[src/rtl/sd7seg_pkg.sv]
// Shared types, constants and the digit glyph table for the seven-segment converter.
package sd7seg_pkg;

	localparam int unsigned SLOT_COUNT = 8;
	localparam int unsigned MAG_W      = 32;
	localparam int unsigned CNT_W      = 5;
	localparam int unsigned BCD_W      = 4 * SLOT_COUNT;
	localparam int unsigned GLYPH_W    = 7;
	localparam int unsigned SEG_W      = 8;
	localparam int unsigned NDIG_W     = 4;
	localparam int unsigned SHIFT_W    = 3;

	localparam logic [MAG_W-1:0]   MAX_POS     = 32'd99999999;
	localparam logic [MAG_W-1:0]   MAX_NEG_MAG = 32'd9999999;
	localparam logic [MAG_W-1:0]   MOST_NEG    = 32'h8000_0000;
	localparam logic [GLYPH_W-1:0] MINUS_GLYPH = 7'h40;
	localparam logic [GLYPH_W-1:0] BLANK_GLYPH = 7'h00;

	typedef logic [GLYPH_W-1:0] glyph_t;

	typedef enum logic [1:0] {
		ST_IDLE,
		ST_CONV,
		ST_PLACE,
		ST_ALIGN
	} state_t;

	function automatic glyph_t digit_glyph(input logic [3:0] d);
		glyph_t g;
		unique case (d)
			4'd0:    g = 7'h3f;
			4'd1:    g = 7'h06;
			4'd2:    g = 7'h5b;
			4'd3:    g = 7'h4f;
			4'd4:    g = 7'h66;
			4'd5:    g = 7'h6d;
			4'd6:    g = 7'h7d;
			4'd7:    g = 7'h07;
			4'd8:    g = 7'h7f;
			4'd9:    g = 7'h6f;
			default: g = BLANK_GLYPH;
		endcase
		return g;
	endfunction

endpackage

[src/rtl/signed_decimal_to_seven_segment_core.sv]
// Signed 32-bit value to eight seven-segment slot patterns, bit-serial BCD conversion.
//
//  channel | handshake           | payload
//  --------+---------------------+-----------------------------------------------
//  input   | in_valid / in_ready | value (32, signed), left_align (1)
//  output  | out_valid/out_ready | slot0_segments .. slot7_segments (8 each)
//
// Each item is converted by shift-add-3, one bit per cycle, then the digits are
// placed right-aligned, then shifted left one slot per step when left alignment
// is asked for; the result is then loaded into the output register.
// in_ready is high only while no conversion runs; the output register lets the
// next item enter while a result waits. A stalled output holds the last shift.
// Reset clears the state machine and the output valid flag only.
module signed_decimal_to_seven_segment_core (
	input  logic               clk,
	input  logic               arst_n,
	input  logic               in_valid,
	output logic               in_ready,
	input  logic signed [31:0] value,
	input  logic               left_align,
	output logic               out_valid,
	input  logic               out_ready,
	output logic [7:0]         slot0_segments,
	output logic [7:0]         slot1_segments,
	output logic [7:0]         slot2_segments,
	output logic [7:0]         slot3_segments,
	output logic [7:0]         slot4_segments,
	output logic [7:0]         slot5_segments,
	output logic [7:0]         slot6_segments,
	output logic [7:0]         slot7_segments
);

	localparam int unsigned N = sd7seg_pkg::SLOT_COUNT;

	sd7seg_pkg::state_t state_q, state_d;

	logic [sd7seg_pkg::MAG_W-1:0]   mag_q;
	logic [sd7seg_pkg::BCD_W-1:0]   bcd_q;
	logic [sd7seg_pkg::CNT_W-1:0]   cnt_q;
	logic                           neg_q, left_q, ovf_q;
	logic [sd7seg_pkg::SHIFT_W-1:0] shift_q;
	sd7seg_pkg::glyph_t             work_q [N];
	sd7seg_pkg::glyph_t             out_q  [N];
	logic                           out_valid_q;

	logic                           in_fire, out_free, load_out;
	logic                           in_neg, in_ovf;
	logic [sd7seg_pkg::MAG_W-1:0]   in_mag;
	logic [sd7seg_pkg::BCD_W-1:0]   bcd_adj;
	logic [sd7seg_pkg::NDIG_W-1:0]  ndig, total, gap;
	sd7seg_pkg::glyph_t             placed [N];

	assign in_fire  = in_valid && in_ready;
	assign out_free = !out_valid_q || out_ready;

	// Magnitude and range check of the incoming item.
	always_comb begin
		in_neg = value[31];
		in_mag = in_neg ? (~value + 32'd1) : value;
		if (in_neg)
			in_ovf = (value == sd7seg_pkg::MOST_NEG) || (in_mag > sd7seg_pkg::MAX_NEG_MAG);
		else
			in_ovf = in_mag > sd7seg_pkg::MAX_POS;
	end

	// Add 3 to every BCD digit of five or more before the shift.
	always_comb begin
		for (int i = 0; i < N; i++) begin
			if (bcd_q[4*i +: 4] >= 4'd5)
				bcd_adj[4*i +: 4] = bcd_q[4*i +: 4] + 4'd3;
			else
				bcd_adj[4*i +: 4] = bcd_q[4*i +: 4];
		end
	end

	// Count significant digits and build the right-aligned text.
	always_comb begin
		ndig = 4'd1;
		for (int i = 1; i < N; i++) begin
			if (bcd_q[4*i +: 4] != 4'd0)
				ndig = sd7seg_pkg::NDIG_W'(i + 1);
		end
		total = ndig + {3'd0, neg_q};
		gap   = 4'd8 - total;
		for (int k = 0; k < N; k++) begin
			if (ovf_q)
				placed[k] = sd7seg_pkg::MINUS_GLYPH;
			else if (sd7seg_pkg::NDIG_W'(N - 1 - k) < ndig)
				placed[k] = sd7seg_pkg::digit_glyph(bcd_q[4*(N-1-k) +: 4]);
			else if (neg_q && sd7seg_pkg::NDIG_W'(N - 1 - k) == ndig)
				placed[k] = sd7seg_pkg::MINUS_GLYPH;
			else
				placed[k] = sd7seg_pkg::BLANK_GLYPH;
		end
	end

	always_ff @(posedge clk or negedge arst_n) begin
		if (!arst_n)
			state_q <= sd7seg_pkg::ST_IDLE;
		else
			state_q <= state_d;
	end

	always_comb begin
		state_d  = state_q;
		in_ready = 1'b0;
		load_out = 1'b0;
		unique case (state_q)
			sd7seg_pkg::ST_IDLE: begin
				in_ready = 1'b1;
				if (in_valid)
					state_d = sd7seg_pkg::ST_CONV;
			end
			sd7seg_pkg::ST_CONV: begin
				if (cnt_q == '0)
					state_d = sd7seg_pkg::ST_PLACE;
			end
			sd7seg_pkg::ST_PLACE: begin
				state_d = sd7seg_pkg::ST_ALIGN;
			end
			sd7seg_pkg::ST_ALIGN: begin
				if (shift_q == '0 && out_free) begin
					load_out = 1'b1;
					state_d  = sd7seg_pkg::ST_IDLE;
				end
			end
			default: state_d = sd7seg_pkg::ST_IDLE;
		endcase
	end

	always_ff @(posedge clk) begin
		if (in_fire) begin
			mag_q  <= in_mag;
			bcd_q  <= '0;
			cnt_q  <= sd7seg_pkg::CNT_W'(sd7seg_pkg::MAG_W - 1);
			neg_q  <= in_neg;
			left_q <= left_align;
			ovf_q  <= in_ovf;
		end else if (state_q == sd7seg_pkg::ST_CONV) begin
			// Advance one magnitude bit into the BCD register.
			bcd_q <= {bcd_adj[sd7seg_pkg::BCD_W-2:0], mag_q[sd7seg_pkg::MAG_W-1]};
			mag_q <= {mag_q[sd7seg_pkg::MAG_W-2:0], 1'b0};
			cnt_q <= cnt_q - 1'b1;
		end

		if (state_q == sd7seg_pkg::ST_PLACE) begin
			work_q  <= placed;
			shift_q <= (left_q && !ovf_q) ? gap[sd7seg_pkg::SHIFT_W-1:0] : '0;
		end else if (state_q == sd7seg_pkg::ST_ALIGN && shift_q != '0) begin
			// Move the text one slot left, feed a blank at the right.
			for (int k = 0; k < N - 1; k++)
				work_q[k] <= work_q[k+1];
			work_q[N-1] <= sd7seg_pkg::BLANK_GLYPH;
			shift_q     <= shift_q - 1'b1;
		end

		if (load_out)
			out_q <= work_q;
	end

	always_ff @(posedge clk or negedge arst_n) begin
		if (!arst_n)
			out_valid_q <= 1'b0;
		else if (load_out)
			out_valid_q <= 1'b1;
		else if (out_ready)
			out_valid_q <= 1'b0;
	end

	assign out_valid      = out_valid_q;
	assign slot0_segments = {1'b0, out_q[0]};
	assign slot1_segments = {1'b0, out_q[1]};
	assign slot2_segments = {1'b0, out_q[2]};
	assign slot3_segments = {1'b0, out_q[3]};
	assign slot4_segments = {1'b0, out_q[4]};
	assign slot5_segments = {1'b0, out_q[5]};
	assign slot6_segments = {1'b0, out_q[6]};
	assign slot7_segments = {1'b0, out_q[7]};

endmodule

[config.mk]
export PLATFORM = sky130hd
export DESIGN_NAME = signed_decimal_to_seven_segment_core
export DESIGN_NICKNAME = d
export VERILOG_FILES = /design/src/rtl/sd7seg_pkg.sv /design/src/rtl/signed_decimal_to_seven_segment_core.sv
export SDC_FILE = /design/constraint.sdc
export NUM_CORES = 1
export LEC_CHECK = 0
export ABC_AREA = 1
export ABC_CLOCK_PERIOD_IN_PS = 6600
export BUFFER_PORTS_ARGS = -buffer_cell sky130_fd_sc_hd__buf_2
export CAP_MARGIN = 20
export CORE_MARGIN = 2
export CORE_UTILIZATION = 45
export DETAILED_ROUTE_END_ITERATION = 6
export PLACE_DENSITY = 0.65
export SLEW_MARGIN = 0
export SYNTH_ARGS = -nofsm -noshare
export SYNTH_HDL_FRONTEND = slang
export SYNTH_SLANG_ARGS = --single-unit
[constraint.sdc]
create_clock -name clk -period 6.6 [get_ports clk]
set_input_delay 0.33 -clock clk [delete_from_list [all_inputs] [get_ports clk]]
set_output_delay 0.33 -clock clk [all_outputs]
set_load 0.03 [all_outputs]
# Yosys cells after proc, flatten, opt, wreduce, memory -nomap -nowiden
# Memory sizes are Yosys's and may differ from the RTL's. A register that Yosys moved wholly into a read port is not among the register bits.
# Index checks and enable logic that the tools add are counted.
# word_totals
word_cells,184
rom_bits,896
mem_count,8
input_bits,37
output_inout_bits,66
register_bits,190
# op_classes
n_bitwise,1
magnitude_cmp,18
eq_ne,14
n_addsub,13
reduce_logical,32
muxes,73
# memory_table
memory,depth,width,read_ports,rd_ports_with_merged_regs,write_ports,line,text
(name not given),16,7,1,1,0,sd7seg_pkg.sv:30,unique case (d)
(name not given),16,7,1,1,0,sd7seg_pkg.sv:30,
(name not given),16,7,1,1,0,sd7seg_pkg.sv:30,
(name not given),16,7,1,1,0,sd7seg_pkg.sv:30,
(name not given),16,7,1,1,0,sd7seg_pkg.sv:30,
(name not given),16,7,1,1,0,sd7seg_pkg.sv:30,
+2 memories,n/a,n/a,n/a,n/a,n/a,n/a,
# ops
cell,n
$mux W7,24
$mux W4,29
$mux W56,2
$mux W32,3
$add A32 B1 Y32 const B,1
$eq A32 B32 Y1 const B,1
$ge A4 B3 Y1 const B,8
$gt A32 B24 Y1 const B,1
$gt A32 B27 Y1 const B,1
$not A32 Y32,1
$add A4 B2 Y4 const B,7
$reduce_bool A4 Y1,7
$eq A3 B4 Y1 const A,4
$lt A3 B4 Y1 const A,4
$logic_and A1 B1 Y1,12
$mux W3,4
$eq A2 B4 Y1 const A,2
$lt A1 B4 Y1 const A,2
$lt A2 B4 Y1 const A,2
$mux W2,4
$pmux W2 S4,1
$mux W1,6
$ne A2 B2 Y1 const B,3
$reduce_bool A2 Y1,3
other kinds (16),19

# Longest topological paths before layout
# depth
depth_word,14
ltp_mapped,17
mapped_depth_nobuf,17

# Least setup slack after synthesis
# No wires, ideal clock.
# synth_path
path_kind,flip-flop to flip-flop
startpoint,register shift_q[0] (netlist bit)
endpoint,register shift_q[0] (netlist bit) (enable)
arrival_ns,4.892
slack_ns,1.151
synth_period_minus_slack_ns,5.449
path_stages_with_launch,5
path_buffers,0
setup_ns,0.557
required_ns,6.043
path_cell_list,edfxtp_1 > inv_1 > ha_1 > ha_1 > o21ai_0
# synth_via
elab_chain_cells,3
# synth_rtl
item,line,text
"start, declared",signed_decimal_to_seven_segment_core.sv:41,logic [sd7seg_pkg::SHIFT_W-1:0] shift_q;
"start signal, assigned",signed_decimal_to_seven_segment_core.sv:148,shift_q <= (left_q && !ovf_q) ? gap[sd7seg_pkg::SHIFT_W-1:0] : '0;
"start signal, assigned",signed_decimal_to_seven_segment_core.sv:154,shift_q <= shift_q - 1'b1;
$reduce_bool A3 Y1,signed_decimal_to_seven_segment_core.sv:149,end else if (state_q == sd7seg_pkg::ST_ALIGN && shift_q != '0) begin
$logic_and A1 B1 Y1,signed_decimal_to_seven_segment_core.sv:149,
$reduce_bool A2 Y1 (no line),n/a,
# No other way between the ends.
# A chain may end at the register's enable or synchronous reset.

==> metrics.yaml <==
clock_tree:
  clk_latency_ps: 510
  path_clk_slew_ps: 60
  htree_levels: 1
  cts_resized: 0
  numCtsBuffers: 25
  cts_buffer_depth: 3
  clock_sink_count: 246
  root_buffer: "clkbuf_16"
  cts_tree: "done"
logic_synthesis:
  syn_avg_cell_area_sq_um: 9.11
  yosysSeqAreaShare: 0.517
  synth-seq-cells: 246
  syn_inst: 1366
  netlist_area_sq_um: 12400
  ys.warnings.count: 0
  synth-edff-count: 150
  postSynth.asyncResetShare: 0.0122
  synth-main-ff-cell: "edfxtp_1"
  netlist-cell-type-count: 47
critical_path:
  cp_data_arrival_time_ps: 3790
  end_kind: "flop"
  worst_path_most_repeated_cell: "nand2_1"
  cp_max_fo: 40
  cp-start-kind: "flop"
  cp_slowest_cell: "nand2_2"
  crit_chain: "inv_1 -> ha_1 -> nand2_2 -> inv_2 -> nor2_1 -> buf_4 -> inv_2 -> o32ai_1 -> inv_1 -> ha_1 -> nand2_1 -> nand2_1 -> nand2_1 -> nand2_1"
  max_stage_delay_ps: 580
  path_class: "flop to flop"
  critPathRequiredTime_ps: 7000
min_path:
  min_path_type: "primary input to flop"
floorplan:
  die_area_sq_um: 29000
  die_x_um: 170
  fp.dieH_um: 170
  num_rows: 60
  start_util: 0.461
  io_pins: 103
  core_area_sq_um: 27000
sta:
  hold_viol: 0
  setup_viol: 0
  slew_violations: 0
  max_clock_freq_ghz: 0.295
  rsz0062_at_grt: "false"
  slew_headroom: 0.470
  post-route-min-period_ps: 3390
  period_share: 0.514
  tns_ps: 0
  tightest_slew_ps: 795
  skew_ps: 6.98
placed_design:
  place.port_buffers: 94
  dpl.hpwl_um: 19100
  gp_congestion: 0.914
route:
  drt-total-wl_um: 26000
  drtAntennaViolNets: 0
  viasPerCell: 5.10
  drtIter0Drc: 667
  wl_per_cell_um: 14.3
  firstDrtPassIters: 5
  drc: 0
  num_vias: 9278
final_layout:
  layout_commonest_cell: "nand2_1"
  antenna_cells: 0
  multi_input_area_sq_um: 5190
  register_area_sq_um: 6440
  fillers: 2514
  layout.nets: 1572
  syn_to_final_growth_pct: 12.6
  final_cell_mix: "nand2_1 (296), inv_1 (153), edfxtp_1 (150), nor2_1 (118), buf_2 (94)"
  layout-drive-gt1-share: 0.151
global_routing:
  grt_first_pass_wirelength_um: 43000
  grt_pass1_vias: 8656
  antenna_found_initial: 0
  grt_use_total: 0.182
  grt_overflow: 0
  grt_max_degree: 60
power_and_ir_drop:
  irDropWorstVdd_mv: 0.275
  p_total_mw: 7.09
  p_leak_nw: 6.07
  power_density_nw_per_um2: 506
job:
  cap_violations: 0
status:
  status: "completed"
[cells in the mapped netlist (2+ instances only)]
cell / n / area share
clkbuf_1: 20 / 0.0060
nand4_1: 9 / 0.0045
nand3_2: 2 / 0.0016
or2_0: 5 / 0.0025
dfxtp_1: 93 / 0.15
o22ai_1: 19 / 0.0095
o32ai_1: 2 / 0.0014
nand3b_1: 7 / 0.0042
nor4_1: 3 / 0.0015
or2_1: 12 / 0.0060
buf_2: 2 / 0.00080
a31oi_1: 33 / 0.017
a21oi_1: 28 / 0.011
nor2_1: 120 / 0.036
buf_4: 11 / 0.0066
buf_1: 5 / 0.0015
inv_1: 153 / 0.046
nor2_2: 22 / 0.011
inv_2: 16 / 0.0048
buf_6: 3 / 0.0027
edfxtp_1: 150 / 0.36
o31ai_2: 4 / 0.0040
o21ai_1: 8 / 0.0032
o21ai_2: 10 / 0.0070
nor3_1: 6 / 0.0024
xor2_1: 12 / 0.0084
or2_2: 9 / 0.0045
nand2_2: 10 / 0.0050
o21a_1: 9 / 0.0054
dfrtp_1: 3 / 0.0060
a32o_1: 30 / 0.024
nor2_4: 5 / 0.0045
nand3_1: 68 / 0.027
nand2_1: 296 / 0.089
o21ai_0: 89 / 0.036
ha_1: 74 / 0.074
o211ai_1: 8 / 0.0048
[worst max-delay path, delay by kind of cell (launching register included)]
| family | cells | cell delay (ps) |
|---|---|---|
| flops | 1 | 370 |
| fa+ha+maj | 2 | 500 |
| compound gates | 1 | 520 |
| simple gates | 6 | 950 |
| buf+inv | 5 | 900 |
[kinds of logic (layout without fill, tap and decap cells)]
logic type | Yosys count | count (layout) | share of synthesized area
AOI/OAI and AO/OA | 244 | 244 | 0.126
xor gates and xnor gates | 12 | 12 | 0.00844
adders and majority gates | 74 | 74 | 0.0744
buffers and inverters | 212 | 318 | 0.0701
DFF | 246 | 246 | 0.517
other | 1 | 8 | 0.000301
and+or+nand+nor | 577 | 577 | 0.204
[report_power, final]
| part | switching (mW) | leakage (nW) | internal (mW) |
|---|---|---|---|
| Combinational | 1.96 | 3.46 | 0.957 |
| Sequential | 0.288 | 2.23 | 2.54 |
| Clock | 0.557 | 0.379 | 0.788 |
[metal layers]
layer / up-vias / global-route usage / part of all wire
met4: 0 / 0.0379 / 0.012
li1: 4775 / - / -
met3: 20 / 0.0237 / 0.042
met2: 233 / 0.311 / 0.47
met1: 4250 / 0.247 / 0.47
met5: - / 0 / 0
[layout make-up]
class | instances | share of cell area
Tap cell | 341 | 0.0304
Timing Repair Buffer | 103 | 0.0386
Inverter | 170 | 0.0455
Multi-Input combinational cell | 915 | 0.370
Clock buffer | 33 | 0.0475
Clock inverter | 12 | 0.00830
Sequential cell | 246 | 0.460
[stage by stage]
step,instance area (sq um),cells,utilization,hold slack (ps),worst slack (ps)
floorplan,12500,1373,-,34.4,1150
global placement,13200,1774,0.489,128,3270
detailed placement,13200,1774,0.489,130,3180
CTS,14000,1820,0.519,10.0,3160
global route,14000,1820,0.519,15.3,2830
finish,14000,1820,0.519,23.9,3210
[path summary, 6_finish.rpt]
kind	from	to	slack, ps	depth (start not counted)
hold reg to reg	work_q[49]	slot0_segments[0]	420	0
hold / removal	left_align	left_q	20	1
min in group asynchronous	arst_n	out_valid	150	2
setup reg to reg	state_q[0]	flop	3210	14
setup / recovery	state_q[0]	flop	3210	14
max in group asynchronous	arst_n	state_q[0]	6350	2
[repair_timing]
action | 4_1_cts | 5_1_grt
hold buffers | 1 | 0
hold endpoints to repair | 3 | 0
setup buffers | 0 | 0
Note: power is estimated with default switching activity, not from simulation.
